## src/design/motion_reply_line_parser_unit_assert.svh

```systemverilog
// ----------------------------------------------------------------------------
// motion reply line parser assertion macros
// shared property forms for the parser checks
// ----------------------------------------------------------------------------
`ifndef MOTION_REPLY_LINE_PARSER_UNIT_ASSERT_SVH
`define MOTION_REPLY_LINE_PARSER_UNIT_ASSERT_SVH

// condition in one cycle implies a consequence in the next
`define MRLP_ASSERT_NEXT(lbl, ante, cons, msg) \
  lbl: assert property (@(posedge clk_i) disable iff (!rst_ni) (ante) |=> (cons)) \
    else $error(msg);

// condition implies a consequence in the same cycle
`define MRLP_ASSERT_NOW(lbl, ante, cons, msg) \
  lbl: assert property (@(posedge clk_i) disable iff (!rst_ni) (ante) |-> (cons)) \
    else $error(msg);

`endif

```

## src/design/mrlp_pkg.sv

```systemverilog
// ----------------------------------------------------------------------------
// mrlp_pkg
// types, character codes and keyword tables for the motion reply line parser
// ----------------------------------------------------------------------------
package mrlp_pkg;

  localparam int unsigned LINE_BYTES = 128;
  localparam int unsigned POS_W      = $clog2(LINE_BYTES);
  localparam int unsigned FIELDS     = 6;
  localparam int unsigned FIELD_W    = $clog2(FIELDS + 1);

  localparam logic [7:0] CH_NUL   = 8'h00;
  localparam logic [7:0] CH_TAB   = 8'h09;
  localparam logic [7:0] CH_LF    = 8'h0A;
  localparam logic [7:0] CH_VT    = 8'h0B;
  localparam logic [7:0] CH_FF    = 8'h0C;
  localparam logic [7:0] CH_CR    = 8'h0D;
  localparam logic [7:0] CH_SPACE = 8'h20;
  localparam logic [7:0] CH_PLUS  = 8'h2B;
  localparam logic [7:0] CH_MINUS = 8'h2D;
  localparam logic [7:0] CH_ZERO  = 8'h30;
  localparam logic [7:0] CH_NINE  = 8'h39;
  localparam logic [7:0] CH_O     = 8'h4F;
  localparam logic [7:0] CH_F     = 8'h46;
  localparam logic [7:0] CH_A     = 8'h41;
  localparam logic [7:0] CH_B     = 8'h42;
  localparam logic [7:0] CH_S     = 8'h53;

  localparam logic [31:0] NUM_SAT = 32'h8000_0000;
  localparam logic [31:0] INT_MAX = 32'h7FFF_FFFF;

  typedef enum logic [1:0] {
    KIND_IGNORED   = 2'd0,
    KIND_RESPONSE  = 2'd1,
    KIND_BROADCAST = 2'd2,
    KIND_STATUS    = 2'd3
  } line_kind_e;

  typedef enum logic [1:0] {
    REPLY_NONE    = 2'd0,
    REPLY_OK      = 2'd1,
    REPLY_FAIL    = 2'd2,
    REPLY_ARRIVED = 2'd3
  } reply_e;

  typedef enum logic [1:0] {
    STAT_UNKNOWN = 2'd0,
    STAT_STOPPED = 2'd1,
    STAT_MOVING  = 2'd2,
    STAT_PAUSED  = 2'd3
  } status_e;

  typedef enum logic [1:0] {
    PH_IDLE   = 2'd0,
    PH_SIGN   = 2'd1,
    PH_DIGITS = 2'd2
  } phase_e;

  typedef enum logic [1:0] {
    WORD_STOPPED = 2'd0,
    WORD_MOVING  = 2'd1,
    WORD_PAUSED  = 2'd2
  } word_e;

  // keyword character at a given match position
  function automatic logic [7:0] word_char(input word_e w, input logic [2:0] p);
    logic [7:0] ch;
    ch = CH_NUL;
    case (w)
      WORD_STOPPED: begin
        case (p)
          3'd0: ch = 8'h53;
          3'd1: ch = 8'h54;
          3'd2: ch = 8'h4F;
          3'd3: ch = 8'h50;
          3'd4: ch = 8'h50;
          3'd5: ch = 8'h45;
          3'd6: ch = 8'h44;
          default: ch = CH_NUL;
        endcase
      end
      WORD_MOVING: begin
        case (p)
          3'd0: ch = 8'h4D;
          3'd1: ch = 8'h4F;
          3'd2: ch = 8'h56;
          3'd3: ch = 8'h49;
          3'd4: ch = 8'h4E;
          3'd5: ch = 8'h47;
          default: ch = CH_NUL;
        endcase
      end
      WORD_PAUSED: begin
        case (p)
          3'd0: ch = 8'h50;
          3'd1: ch = 8'h41;
          3'd2: ch = 8'h55;
          3'd3: ch = 8'h53;
          3'd4: ch = 8'h45;
          3'd5: ch = 8'h44;
          default: ch = CH_NUL;
        endcase
      end
      default: ch = CH_NUL;
    endcase
    return ch;
  endfunction

  function automatic logic [2:0] word_len(input word_e w);
    logic [2:0] n;
    case (w)
      WORD_STOPPED: n = 3'd7;
      WORD_MOVING:  n = 3'd6;
      WORD_PAUSED:  n = 3'd6;
      default:      n = 3'd7;
    endcase
    return n;
  endfunction

endpackage

```

## src/design/motion_reply_line_parser_unit.sv

```systemverilog
// ----------------------------------------------------------------------------
// motion_reply_line_parser_unit
// splits received controller bytes into lines and decodes replies,
// six-value broadcasts and status lines as they stream in
// ----------------------------------------------------------------------------
//  channel | direction | handshake              | payload
//  rx      | in        | rx_valid_i / rx_ready_o   | rx_byte_i
//  res     | out       | res_valid_o / res_ready_i | line_kind_o and held values
//
//  one byte is taken per cycle while rx_ready_o is high; a newline gives its result in the cycle after
//  its transfer; bytes other than newline give no result
//  the result register is the only stage: rx stalls only while a result waits
//  and res_ready_i is low
//  reset clears all line and held state at once, apart from the pending field values
module motion_reply_line_parser_unit
  import mrlp_pkg::*;
(
  input  logic               clk_i,
  input  logic               rst_ni,
  input  logic               rx_valid_i,
  output logic               rx_ready_o,
  input  logic [7:0]         rx_byte_i,
  output logic               res_valid_o,
  input  logic               res_ready_i,
  output logic [1:0]         line_kind_o,
  output logic [1:0]         last_reply_o,
  output logic [1:0]         motion_status_o,
  output logic signed [31:0] pose_x_o,
  output logic signed [31:0] pose_y_o,
  output logic signed [31:0] pose_heading_o,
  output logic signed [31:0] speed_x_o,
  output logic signed [31:0] speed_y_o,
  output logic signed [31:0] speed_heading_o,
  output logic               pose_valid_o
);

  `include "motion_reply_line_parser_unit_assert.svh"

  logic               rx_xfer;

  logic [POS_W-1:0]   pos_q, pos_d;
  logic [7:0]         lead_q, lead_d;
  logic               ended_q, ended_d;
  logic [FIELD_W-1:0] field_q, field_d;
  phase_e             phase_q, phase_d;
  logic               neg_q, neg_d;
  logic [31:0]        accum_q, accum_d;
  logic               failed_q, failed_d;
  logic [2:0]         prog_q [3];
  logic [2:0]         prog_d [3];
  logic [2:0]         found_q, found_d;
  logic [31:0]        pend_q [FIELDS];
  logic [31:0]        pend_d [FIELDS];
  logic [31:0]        held_q [FIELDS];
  logic [31:0]        held_d [FIELDS];
  logic               hvalid_q, hvalid_d;
  reply_e             reply_q, reply_d;
  status_e            status_q, status_d;
  line_kind_e         kind_q, kind_d;
  logic               res_valid_q, res_valid_d;

  // number scanner
  logic [7:0]         fc;
  logic               feed_en;
  logic               fc_digit;
  logic [35:0]        acc10;
  logic [31:0]        acc_sat;
  logic [31:0]        commit_val;
  logic [FIELD_W-1:0] fd_field;
  phase_e             fd_phase;
  logic               fd_neg;
  logic [31:0]        fd_accum;
  logic               fd_failed;
  logic               fd_we;
  logic               fd_go;

  assign rx_ready_o = !res_valid_q || res_ready_i;
  assign rx_xfer    = rx_valid_i && rx_ready_o;

  assign fc       = (rx_byte_i == CH_LF) ? CH_NUL : rx_byte_i;
  assign fc_digit = (fc >= CH_ZERO) && (fc <= CH_NINE);
  assign acc10    = ({4'd0, accum_q} << 3) + ({4'd0, accum_q} << 1) + {32'd0, fc[3:0]};
  assign acc_sat  = (acc10 > {4'd0, NUM_SAT}) ? NUM_SAT : acc10[31:0];
  assign commit_val = neg_q ? (32'd0 - accum_q)
                            : ((accum_q > INT_MAX) ? INT_MAX : accum_q);

  always_comb begin
    fd_field  = field_q;
    fd_phase  = phase_q;
    fd_neg    = neg_q;
    fd_accum  = accum_q;
    fd_failed = failed_q;
    fd_we     = 1'b0;
    fd_go     = 1'b0;
    if (!failed_q && (field_q < FIELD_W'(FIELDS))) begin
      fd_go = 1'b1;
      if (phase_q == PH_DIGITS) begin
        fd_go = 1'b0;
        if (fc_digit) begin
          fd_accum = acc_sat;
        end else begin
          fd_we    = 1'b1;
          fd_field = field_q + FIELD_W'(1);
          fd_phase = PH_IDLE;
          fd_neg   = 1'b0;
          fd_accum = '0;
          fd_go    = (fd_field < FIELD_W'(FIELDS));
        end
      end
      if (fd_go) begin
        case (fd_phase)
          PH_SIGN: begin
            if (fc_digit) begin
              fd_accum = {28'd0, fc[3:0]};
              fd_phase = PH_DIGITS;
            end else begin
              fd_failed = 1'b1;
            end
          end
          default: begin
            if (fc == CH_SPACE || fc == CH_TAB || fc == CH_VT || fc == CH_FF) begin
              fd_phase = fd_phase;
            end else if (fc == CH_PLUS || fc == CH_MINUS) begin
              fd_neg   = (fc == CH_MINUS);
              fd_phase = PH_SIGN;
            end else if (fc_digit) begin
              fd_accum = {28'd0, fc[3:0]};
              fd_phase = PH_DIGITS;
            end else begin
              fd_failed = 1'b1;
            end
          end
        endcase
      end
    end
  end

  always_comb begin
    pend_d = pend_q;
    if (feed_en && fd_we) begin
      pend_d[field_q[FIELD_W-1:0]] = commit_val;
    end
  end

  // line control, keyword search and decode
  always_comb begin
    logic [2:0] p;
    logic       clear;
    logic       eff_failed;
    logic [FIELD_W-1:0] eff_field;
    pos_d       = pos_q;
    lead_d      = lead_q;
    ended_d     = ended_q;
    prog_d      = prog_q;
    found_d     = found_q;
    held_d      = held_q;
    hvalid_d    = hvalid_q;
    reply_d     = reply_q;
    status_d    = status_q;
    kind_d      = kind_q;
    res_valid_d = res_valid_q && !res_ready_i;
    feed_en     = 1'b0;
    clear       = 1'b0;
    p           = '0;
    eff_failed  = failed_q;
    eff_field   = field_q;
    if (rx_xfer && rx_byte_i != CH_CR) begin
      if (rx_byte_i == CH_LF) begin
        feed_en    = !ended_q;
        eff_failed = feed_en ? fd_failed : failed_q;
        eff_field  = feed_en ? fd_field : field_q;
        clear       = 1'b1;
        res_valid_d = 1'b1;
        kind_d      = KIND_IGNORED;
        if (lead_q == CH_O) begin
          reply_d = REPLY_OK;
          kind_d  = KIND_RESPONSE;
        end else if (lead_q == CH_F) begin
          reply_d = REPLY_FAIL;
          kind_d  = KIND_RESPONSE;
        end else if (lead_q == CH_A) begin
          reply_d = REPLY_ARRIVED;
          kind_d  = KIND_RESPONSE;
        end else if (lead_q == CH_B) begin
          if (!eff_failed && eff_field >= FIELD_W'(FIELDS)) begin
            held_d   = pend_d;
            hvalid_d = 1'b1;
            kind_d   = KIND_BROADCAST;
          end
        end else if (lead_q == CH_S) begin
          if (found_q[WORD_STOPPED])     status_d = STAT_STOPPED;
          else if (found_q[WORD_MOVING]) status_d = STAT_MOVING;
          else if (found_q[WORD_PAUSED]) status_d = STAT_PAUSED;
          else                           status_d = STAT_UNKNOWN;
          kind_d = KIND_STATUS;
        end
      end else if (pos_q >= POS_W'(LINE_BYTES - 1)) begin
        clear = 1'b1;
      end else begin
        if (pos_q == '0) begin
          lead_d = rx_byte_i;
        end
        pos_d = pos_q + POS_W'(1);
        if (!ended_q) begin
          if (rx_byte_i == CH_NUL) begin
            ended_d = 1'b1;
            feed_en = 1'b1;
          end else begin
            feed_en = (pos_q != '0);
            for (int w = 0; w < 3; w++) begin
              if (!found_q[w]) begin
                if (rx_byte_i == word_char(word_e'(w), prog_q[w])) begin
                  p = prog_q[w] + 3'd1;
                end else begin
                  p = (rx_byte_i == word_char(word_e'(w), 3'd0)) ? 3'd1 : 3'd0;
                end
                if (p == word_len(word_e'(w))) begin
                  found_d[w] = 1'b1;
                  p = 3'd0;
                end
                prog_d[w] = p;
              end
            end
          end
        end
      end
    end
    if (clear) begin
      pos_d   = '0;
      lead_d  = CH_NUL;
      ended_d = 1'b0;
      for (int w = 0; w < 3; w++) begin
        prog_d[w] = '0;
      end
      found_d = '0;
    end
    field_d  = clear ? '0 : (feed_en ? fd_field : field_q);
    phase_d  = clear ? PH_IDLE : (feed_en ? fd_phase : phase_q);
    neg_d    = clear ? 1'b0 : (feed_en ? fd_neg : neg_q);
    accum_d  = clear ? '0 : (feed_en ? fd_accum : accum_q);
    failed_d = clear ? 1'b0 : (feed_en ? fd_failed : failed_q);
  end

  always_ff @(posedge clk_i or negedge rst_ni) begin
    if (!rst_ni) begin
      pos_q       <= '0;
      lead_q      <= CH_NUL;
      ended_q     <= 1'b0;
      field_q     <= '0;
      phase_q     <= PH_IDLE;
      neg_q       <= 1'b0;
      accum_q     <= '0;
      failed_q    <= 1'b0;
      for (int w = 0; w < 3; w++) begin
        prog_q[w] <= '0;
      end
      found_q     <= '0;
      for (int i = 0; i < FIELDS; i++) begin
        held_q[i] <= '0;
      end
      hvalid_q    <= 1'b0;
      reply_q     <= REPLY_NONE;
      status_q    <= STAT_UNKNOWN;
      kind_q      <= KIND_IGNORED;
      res_valid_q <= 1'b0;
    end else begin
      pos_q       <= pos_d;
      lead_q      <= lead_d;
      ended_q     <= ended_d;
      field_q     <= field_d;
      phase_q     <= phase_d;
      neg_q       <= neg_d;
      accum_q     <= accum_d;
      failed_q    <= failed_d;
      prog_q      <= prog_d;
      found_q     <= found_d;
      held_q      <= held_d;
      hvalid_q    <= hvalid_d;
      reply_q     <= reply_d;
      status_q    <= status_d;
      kind_q      <= kind_d;
      res_valid_q <= res_valid_d;
    end
  end

  // pending values are only read once all six have been written in the line
  always_ff @(posedge clk_i) begin
    pend_q <= pend_d;
  end

  assign res_valid_o     = res_valid_q;
  assign line_kind_o     = kind_q;
  assign last_reply_o    = reply_q;
  assign motion_status_o = status_q;
  assign pose_x_o        = $signed(held_q[0]);
  assign pose_y_o        = $signed(held_q[1]);
  assign pose_heading_o  = $signed(held_q[2]);
  assign speed_x_o       = $signed(held_q[3]);
  assign speed_y_o       = $signed(held_q[4]);
  assign speed_heading_o = $signed(held_q[5]);
  assign pose_valid_o    = hvalid_q;

  `MRLP_ASSERT_NEXT(a_stall_holds, res_valid_o && !res_ready_i,
    $stable(pose_x_o) && $stable(speed_heading_o) && $stable(line_kind_o)
    && $stable(last_reply_o) && $stable(motion_status_o), "result changed while stalled")
  `MRLP_ASSERT_NEXT(a_newline_result, rx_xfer && rx_byte_i == CH_LF, res_valid_o,
    "newline transfer gave no result")
  `MRLP_ASSERT_NEXT(a_no_spurious, rx_xfer && rx_byte_i != CH_LF, !res_valid_o,
    "result without a newline")
  `MRLP_ASSERT_NOW(a_pos_bound, 1'b1, pos_q <= POS_W'(LINE_BYTES - 1),
    "line position beyond buffer")
  `MRLP_ASSERT_NOW(a_valid_sticky, 1'b1, !$fell(pose_valid_o), "pose valid dropped")

endmodule

```

## config.mk

```make
export PLATFORM = sky130hd
export DESIGN_NAME = motion_reply_line_parser_unit
export DESIGN_NICKNAME = d
export VERILOG_FILES = /design/src/design/mrlp_pkg.sv /design/src/design/motion_reply_line_parser_unit.sv
export VERILOG_INCLUDE_DIRS = /design/src /design/src/design
export SDC_FILE = /design/constraint.sdc
export NUM_CORES = 1
export LEC_CHECK = 0
export BUFFER_PORTS_ARGS = -buffer_cell sky130_fd_sc_hd__buf_2
export CAP_MARGIN = 10
export CORE_MARGIN = 2
export CORE_UTILIZATION = 54
export DETAILED_ROUTE_END_ITERATION = 6
export GPL_ROUTABILITY_DRIVEN = 0
export GPL_TIMING_DRIVEN = 0
export PLACE_DENSITY_LB_ADDON = 0.1
export SLEW_MARGIN = 30
export SYNTH_ARGS = -nofsm -noshare
export SYNTH_HDL_FRONTEND = slang
export SYNTH_SLANG_ARGS = --single-unit
```

## constraint.sdc

```tcl
create_clock -name clk_i -period 3.45 [get_ports clk_i]
set_input_delay 0.69 -clock clk_i [delete_from_list [all_inputs] [get_ports clk_i]]
set_output_delay 0.69 -clock clk_i [all_outputs]
set_load 0.05 [all_outputs]
```

==> results of run 1 <==
==> state kept, by name, indices dropped and copies added, names as in the netlist, 2 cells and up <==
| name | flops |
|---|---|
| last_reply_o | 2 |
| lead_q | 8 |
| speed_x_o | 32 |
| pose_heading_o | 32 |
| pose_y_o | 32 |
| field_q | 3 |
| prog_q | 9 |
| pose_x_o | 32 |
| speed_heading_o | 32 |
| pend_q | 192 |
| phase_q | 2 |
| accum_q | 32 |
| found_q | 3 |
| pos_q | 7 |
| line_kind_o | 2 |
| speed_y_o | 32 |
| motion_status_o | 2 |
==> area by class of cell <==
class                   instances  area, sq um  share of cell area [%]
multi-input cells            1414        10700                    41.4
flip-flops and latches        459        10500                    40.7
repair buffers                268         1690                    6.53
clock buffers                  69         1370                    5.30
well taps                     518          648                    2.50
plain buffers                 100          607                    2.34
clock inverters                22          213                   0.822
inverters                      31          116                   0.449
==> stage by stage <==
stage	hold slack (ns)	area [sq um]	util [%]	cells
global placement	0.422	23100	59.5	2732
CTS	0.362	25400	65.7	2851
detailed placement	0.430	23200	59.9	2736
finish	0.375	25900	66.8	2881
floorplan	0.394	21400	-	2006
global route	0.386	25900	66.8	2881
==> synthesized netlist by cell type (all sizes together) (7+ instances only) <==
| cell | instances |
|---|---|
| o21ai | 146 |
| a32o | 17 |
| nor4 | 13 |
| nor3 | 31 |
| mux2 | 257 |
| o21a | 7 |
| or3 | 8 |
| nor2 | 81 |
| nand2 | 338 |
| o31ai | 16 |
| mux2i | 20 |
| a21oi | 72 |
| buf | 43 |
| nand3b | 7 |
| nor2b | 7 |
| dfxtp | 192 |
| nand2b | 10 |
| a211oi | 18 |
| a31oi | 10 |
| and2 | 10 |
| a21o | 26 |
| clkbuf | 59 |
| nand4 | 20 |
| or4 | 9 |
| and3 | 12 |
| o211ai | 18 |
| ha | 82 |
| nand3 | 30 |
| dfrtp | 267 |
| a22o | 12 |
| inv | 31 |
| xor2 | 13 |
| xnor2 | 16 |
==> cell families after synthesis <==
| kind of cell | Yosys count |
|---|---|
| xor gates and xnor gates | 29 |
| AOI/OAI and AO/OA | 415 |
| and+or+nand+nor | 609 |
| muxes | 277 |
| adders and majority gates | 84 |
| DFF | 459 |
| buffers and inverters | 133 |
==> timing repair <==
action	4_1_cts	5_1_grt
setup endpoints to repair	212	244
pin swaps	40	18
buffers inserted	22	32
hold buffers	1	0
hold endpoints to repair	31	0
gates cloned	1	0
resized for setup	106	67
==> power by group through the flow <==
| stage | Clock [mW] | Combinational [mW] | Sequential, mW |
|---|---|---|---|
| 6_report | 5.18 | 0.502 | 5.54 |
| 5_1_grt | 5.48 | 0.562 | 5.55 |
| 4_1_cts | 5.26 | 0.483 | 5.54 |
| 3_5_place_dp | 0 | 0.463 | 5.64 |
| 3_3_place_gp | 0 | 0.430 | 5.64 |
| 2_1_floorplan | 0 | 0.294 | 5.62 |
==> per-layer routing <==
metal	global-route usage (%)	vias up	wire, um
li1	-	7838	-
met2	45.6	603	27600
met4	10.7	0	2160
met3	5.86	131	4280
met5	0	-	0
met1	40.0	8373	26500
==> worst max-delay path by stage <==
| stage | to |
|---|---|
| after floorplan | accum_q[15] |
| after global placement | pose_heading_o[22] |
| after detailed placement | accum_q[29] |
| after CTS | accum_q[28] |
| after global routing | accum_q[9] |
| final | accum_q[23] |
==> impl_metrics.toml, run 1 <==
[timing]
fmax_mhz = 222
fin_crit_ns = 4.50
layout_setup_ws_ns = -1.05
final_hold_viol_count = 0
timing.setup.tns_ns = -31.16
skew_ns = 0.0356
period_share_pct = 130
worst_slew_pin_slew_ns = 1.00
rsz0062_at_grt = "yes"
finalSetupViolCount = 32
slew_headroom_pct = 31.2
maxSlewViolCount = 0

[yosys]
yosys_warnings = 0
synth_top_family_by_area = "multiplexers"
syn_inst = 2006
synth-xor-area-share_pct = 1.19
synth_top_cell_area_share_pct = 31.4
synth_area_leaders = "dfrtp_1, dfxtp_1, mux2_2, nand2_1, ha_1"
synth.area.mux_share_pct = 14.7
async_flop_share_pct = 58.2
synth-seq-cells = 459
synth-simple-area-share_pct = 13.4
syn_area_sq_mm = 0.0213
ys_seq_area_share_pct = 49.5
synth_cell_types = 94
postSynthAreaPerCell_sq_um = 10.6
synth_edf_count = 0
syn_nets = 2102
synth_compound_area_share_pct = 13.2
yosysTopAreaCell = "dfrtp_1"
synth_ff_type = "dfrtp_1"
synth_fa_ha_area_share_pct = 5.01

[min_path]
holdCritStartpoint = "rx_byte_i[4]"
min_path_type = "primary input to register"
hold_depth = 2
whs_endpoint = "lead_q[4]"

[die]
fp.dieW_um = 202
start_util_pct = 54.9
fp-row-count = 72
dieArea_sq_mm = 0.0410
coreArea_sq_mm = 0.0387
dieHeight_um = 202
ios = 213

[setup_path]
cp_data_arrival_time_ns = 5.02
crit_start = "rx_byte_i[6]"
cpPeakStageDelay_ns = 0.55
cp_cell_sequence = "buf_8 -> or4_4 -> nor4b_4 -> buf_4 -> nand2_4 -> nand2_2 -> inv_2 -> ha_4 -> ha_4 -> fa_2 -> a211oi_4 -> o21ai_4 -> and3_4 -> or4_4 -> a22oi_2 -> nand4_1 -> nor4_4 -> a21oi_4 -> o31ai_2"
cp.depth = 19
worstSetupStartpointType = "primary input"
path_max_fanout = 7
r2r_start = "accum_q[16]"
worstSetupPathType = "primary input to register"
crit_family = "simple AND/OR/NAND/NOR gates"
critical_path_buf_inv_count = 3
critPathSlowestCell = "or4_4"
cp-end-kind = "register"
r2r-end = "accum_q[23]"
required_ns = 3.97
worst-r2r-cell-count = 12
reg2reg_slack_ns = -0.86

[layout]
final_layout_size_suffix_gt1_share_pct = 33.5
syn2layout_area_growth_pct = 21.7
final_common_cell = "nand2_1"
nNetsFinal = 2419
final_cell_mix = "nand2_1, dfrtp_1, mux2_2"
diodes = 0
fill_cells = 3049

[placement]
numPortBuffers = 208
dp_worst_setup_slack_ns = -2.31
hpwlAfterDp_um = 42500

[routing]
first_iter_violations = 1155
vias = 16900
wl_per_cell_um = 21.0
via_per_inst = 5.88
finalWirelength_um = 60500
dr.pass1.iters = 5
ant_nets = 0
drc = 0

[pwr]
p_leak_nw = 12.7
power_switching_mw = 2.63
p_comb_share_pct = 4.5
seq_power_share_pct = 49.4
ir_drop_mv = 0.419
finalPower_mw = 11.2
clockPowerShare_pct = 46.1
p_int_mw = 8.59
swShare_pct = 23.4
power.density_mw_per_mm2 = 433

[global_route]
grt_use_total_pct = 29.0
overflow = 0
grt_pass1_vias = 16500
grt_pass1_wl_um = 93400
antenna_found_initial = 0
grt_max_degree = 80

[cts]
cts_buffers = 49
htreeDepth = 2
clk_latency_ns = 0.61
clockBufferDepth = 3
cts_tree = "built"
clockRootBuffer = "clkbuf_16"
cts_sinks = 459
clk_pin_slew_ns = 0.06

[run_status]
violations = "setup timing"
outcome = "complete, but fails checks"

[job]
max_cap_viol_count = 0
(Power assumes the default switching activity.)
==> run 2, diff against run 1 <==
--- a/config.mk
+++ b/config.mk
@@ -6,7 +6,7 @@
 export SDC_FILE = /design/constraint.sdc
 export NUM_CORES = 1
 export LEC_CHECK = 0
-export BUFFER_PORTS_ARGS = -buffer_cell sky130_fd_sc_hd__buf_2
+export BUFFER_PORTS_ARGS = -buffer_cell sky130_fd_sc_hd__clkbuf_2
 export CAP_MARGIN = 10
 export CORE_MARGIN = 2
 export CORE_UTILIZATION = 54
@@ -14,6 +14,7 @@
 export GPL_ROUTABILITY_DRIVEN = 0
 export GPL_TIMING_DRIVEN = 0
 export PLACE_DENSITY_LB_ADDON = 0.1
+export SKIP_CTS_REPAIR_TIMING = 1
 export SLEW_MARGIN = 30
 export SYNTH_ARGS = -nofsm -noshare
 export SYNTH_HDL_FRONTEND = slang
==> impl_metrics.toml, run 2 (synthesis results as in run 1) <==
[setup_path]
cpPeakStageDelay_ns = 0.57
critPathMostFrequentCell = "fa_2"
worstSetupStartpointType = "primary input"
cp-end-kind = "register"
required_ns = 3.97
path_max_fanout = 6
cp_cell_sequence = "buf_12 -> or4_4 -> nor4b_4 -> and2b_2 -> fa_2 -> fa_2 -> a211oi_4 -> o211ai_1 -> a31o_2 -> nand4_1 -> a21oi_2 -> or3_4 -> a2111oi_4 -> buf_6 -> buf_8 -> a32o_2"
crit_family = "simple AND/OR/NAND/NOR gates"
cp_data_arrival_time_ns = 5.27
worstSetupPathType = "primary input to register"
critical_path_buf_inv_count = 3
critPathSlowestCell = "or4_4"

[cts]
cts_tree = "built"
clockBufferDepth = 3
cts_buffers = 48
cts_sinks = 459
clockRootBuffer = "clkbuf_16"
clk_latency_ns = 0.59
htreeDepth = 2
clk_pin_slew_ns = 0.06

[layout]
postLayoutCoreUtil_pct = 65.9
diodes = 0
final_cell_mix = "nand2_1, dfrtp_1, mux2_2"
syn2layout_area_growth_pct = 20.0
largest_register_ffs = 192
fill_cells = 3139
nNetsFinal = 2396
final_common_cell = "nand2_1"
final_layout_size_suffix_gt1_share_pct = 32.2
largest-register = "pend_q"

[timing]
layout_setup_ws_ns = -1.30
rsz0062_at_grt = "yes"
slew_headroom_pct = 30.7
fin_crit_ns = 4.75
fmax_mhz = 211
skew_ns = 0.0199
maxSlewViolCount = 0
worst_slew_pin_slew_ns = 1.01
hold_ws_ns = 0.0213
finalSetupViolCount = 32
period_share_pct = 138
final_hold_viol_count = 0

[global_route]
overflow = 0
grt_use_total_pct = 28.9
antenna_found_initial = 0
grt.met1_usage_pct = 39.7
grt_max_degree = 68
use_met2_pct = 44.4
grt_pass1_vias = 16300
busiest_layer = "met2"
use_met3_pct = 6.12
grt_pass1_wl_um = 92600

[pwr]
power.density_mw_per_mm2 = 433
ir_drop_mv = 0.410
finalPower_mw = 11.1
p_leak_nw = 12.4

[min_path]
min_path_type = "primary input to async pin"

[die]
dieHeight_um = 202
ios = 213
fp.dieW_um = 202
dieArea_sq_mm = 0.0410
coreArea_sq_mm = 0.0387
start_util_pct = 54.9
fp-row-count = 72

[routing]
wl_per_cell_um = 21.1
ant_nets = 0
via_per_inst = 5.89
dr.pass1.iters = 6
finalWirelength_um = 60300
first_iter_violations = 1158
drc = 0
vias = 16800

[placement]
hpwlAfterDp_um = 42900
dp_worst_setup_slack_ns = -2.37
numPortBuffers = 208

[job]
max_cap_viol_count = 0

[run_status]
violations = "setup timing"
outcome = "complete, but fails checks"
## run 2: final timing paths
check,start,to,slack [ns],depth (start not counted)
hold / removal,rst_ni,accum_q[12],0.02,1
setup / recovery,rx_byte_i[5],accum_q[13],-1.30,16
hold reg to reg,pend_q[177],pend_q[177],0.44,2
setup reg to reg,accum_q[16],accum_q[13],-0.89,14
max in group asynchronous,rst_ni,speed_x_o[24],2.10,4
min in group clk_i,rx_byte_i[7],lead_q[7],0.43,2
## run 2: metal layers
metal	up-vias	part of all wire, %
met1	8369	44
li1	7799	-
met5	-	0
met3	122	6.7
met2	546	46
met4	0	4.1
## run 2: stage by stage
step | setup TNS [ns] | cell area [sq um] | instances
after floorplan | -44.92 | 21400 | 2006
after global placement | -1348.98 | 23100 | 2732
after detailed placement | -238.93 | 23200 | 2737
after CTS | -90.66 | 24700 | 2825
after global routing | -42.58 | 25500 | 2856
final | -38.86 | 25500 | 2856
## run 2: cell type report
class | instances | area (sq um) | area share [%]
buffer | 100 | 573 | 2.24
sequential | 459 | 10500 | 41.2
clock buffer | 76 | 1430 | 5.60
timing repair buffer | 246 | 1470 | 5.77
inverter | 31 | 116 | 0.456
tap | 518 | 648 | 2.54
clock inverter | 12 | 104 | 0.407
multi-input combinational | 1414 | 10700 | 41.8
## run 2: report_power, final
group | switching [mW] | internal [mW]
clock network | 2.16 | 2.87
registers | 0.107 | 5.43
logic | 0.295 | 0.201
==> run 3, diff against run 2 <==
==> constraint.sdc (replaced) <==
create_clock -name clk_i -period 3.45 [get_ports clk_i]
set_input_delay 0.69 -clock clk_i [delete_from_list [all_inputs] [get_ports clk_i]]
set_output_delay 0.69 -clock clk_i [all_outputs]
set_load 0.1 [all_outputs]
==> impl_metrics.toml, run 3 (synthesis results as in run 1) <==
[setup_path]
cp_data_arrival_time_ns = 5.40
cp-end-kind = "register"
critPathSlowestCell = "or4_4"
required_ns = 3.95
cpPeakStageDelay_ns = 0.56
cp_cell_sequence = "buf_12 -> or4_4 -> nor4b_4 -> buf_4 -> and2b_2 -> fa_2 -> fa_2 -> a211oi_4 -> o211ai_1 -> a31o_2 -> nand4_1 -> a21oi_2 -> or3_4 -> a2111oi_4 -> buf_6 -> buf_6 -> buf_6 -> a32o_1"
path_max_fanout = 6
worstSetupPathType = "primary input to register"
worstSetupStartpointType = "primary input"
critPathMostFrequentCell = "buf_6"

[pwr]
ir_drop_mv = 0.410
p_leak_nw = 12.4
power.density_mw_per_mm2 = 436

[timing]
worst_slew_pin_slew_ns = 1.00
maxSlewViolCount = 0
fin_crit_ns = 4.90
rsz0062_at_grt = "yes"
finalSetupViolCount = 35
slew_headroom_pct = 33.0
skew_ns = 0.0135
hold_ws_ns = 0.0620
fmax_mhz = 204
layout_setup_ws_ns = -1.45
period_share_pct = 142
final_hold_viol_count = 0

[layout]
diodes = 0
largest_register_ffs = 192
syn2layout_area_growth_pct = 20.1
largest-register = "pend_q"
fill_cells = 3061
final_common_cell = "nand2_1"
nNetsFinal = 2390
final_cell_mix = "nand2_1, dfrtp_1, mux2_2"
final_layout_size_suffix_gt1_share_pct = 32.8

[global_route]
grt_pass1_vias = 16100
overflow = 0
grt_pass1_wl_um = 91200
grt_max_degree = 75
grt_use_total_pct = 28.3
antenna_found_initial = 0

[cts]
clockRootBuffer = "clkbuf_16"
clk_latency_ns = 0.58
cts_buffers = 46
cts_tree = "built"
clk_pin_slew_ns = 0.06
clockBufferDepth = 3
cts_sinks = 459
htreeDepth = 2

[placement]
numPortBuffers = 208
hpwlAfterDp_um = 42800
dp_worst_setup_slack_ns = -2.36

[die]
dieArea_sq_mm = 0.0410
start_util_pct = 54.9
ios = 213
fp-row-count = 72
coreArea_sq_mm = 0.0387
fp.dieW_um = 202
dieHeight_um = 202

[run_status]
violations = "setup timing"
outcome = "complete, but fails checks"

[routing]
vias = 16900
drc = 0
via_per_inst = 5.91
dr.pass1.iters = 5
ant_nets = 0
wl_per_cell_um = 20.8
first_iter_violations = 1166
finalWirelength_um = 59400

[job]
max_cap_viol_count = 0

[min_path]
min_path_type = "primary input to async pin"
## run 3: worst max-delay path, delay by kind of cell
| family | cells | cell delay [ns] |
|---|---|---|
| adders and majority gates | 2 | 0.95 |
| and+or+nand+nor | 5 | 1.61 |
| buffers and inverters | 5 | 0.68 |
| AOI/OAI and AO/OA | 6 | 1.46 |
## run 3: per-layer routing
metal	global-route usage, %	vias to the layer above	part of all wire (%)	routed length, um
li1	-	7789	-	-
met1	39.2	8416	44	26400
met2	45.3	556	46	27500
met3	5.26	90	6.6	3950
met4	8.86	0	2.6	1540
met5	0	-	0	0
## run 3: worst paths after layout
| kind | start | cells after the start | slack (ns) | endpoint |
|---|---|---|---|---|
| max in group asynchronous | rst_ni | 3 | 2.40 | pose_heading_o[30] |
| min | rst_ni | 1 | 0.06 | accum_q[11] |
| min in group clk_i | rx_byte_i[5] | 3 | 0.44 | lead_q[5] |
| max | rx_byte_i[5] | 18 | -1.45 | accum_q[10] |
| min reg2reg | pend_q[58] | 2 | 0.44 | pend_q[58] |
| max reg2reg | accum_q[12] | 12 | -1.10 | accum_q[4] |
## run 3: per-stage QoR
step	cell area (sq um)	util (%)	power (mW)	TNS (ns)	instances
global route	25600	66.0	11.5	-58.16	2850
CTS	24900	64.2	11.2	-84.19	2822
floorplan	21500	-	5.91	-46.82	2006
global placement	23200	59.8	6.07	-1359.00	2732
detailed placement	23300	60.1	6.10	-229.69	2736
finish	25600	66.0	11.1	-42.61	2850
## run 3: cell type report
cell class	instances	area (sq um)	area share (%)
multi-input cells	1414	10700	41.8
flip-flops and latches	459	10500	41.2
repair buffers	240	1420	5.55
clock buffers	66	1360	5.31
well taps	518	648	2.54
plain buffers	102	591	2.31
clock inverters	20	210	0.823
inverters	31	116	0.455
## run 3: power breakdown
group          switching [mW]  total [mW]  internal (mW)  leakage [nW]
Clock                    2.14        5.12           2.98         0.764
Sequential              0.112        5.54           5.43          5.23
Combinational           0.288       0.480          0.192          6.37
Total                    2.54        11.1           8.61          12.4
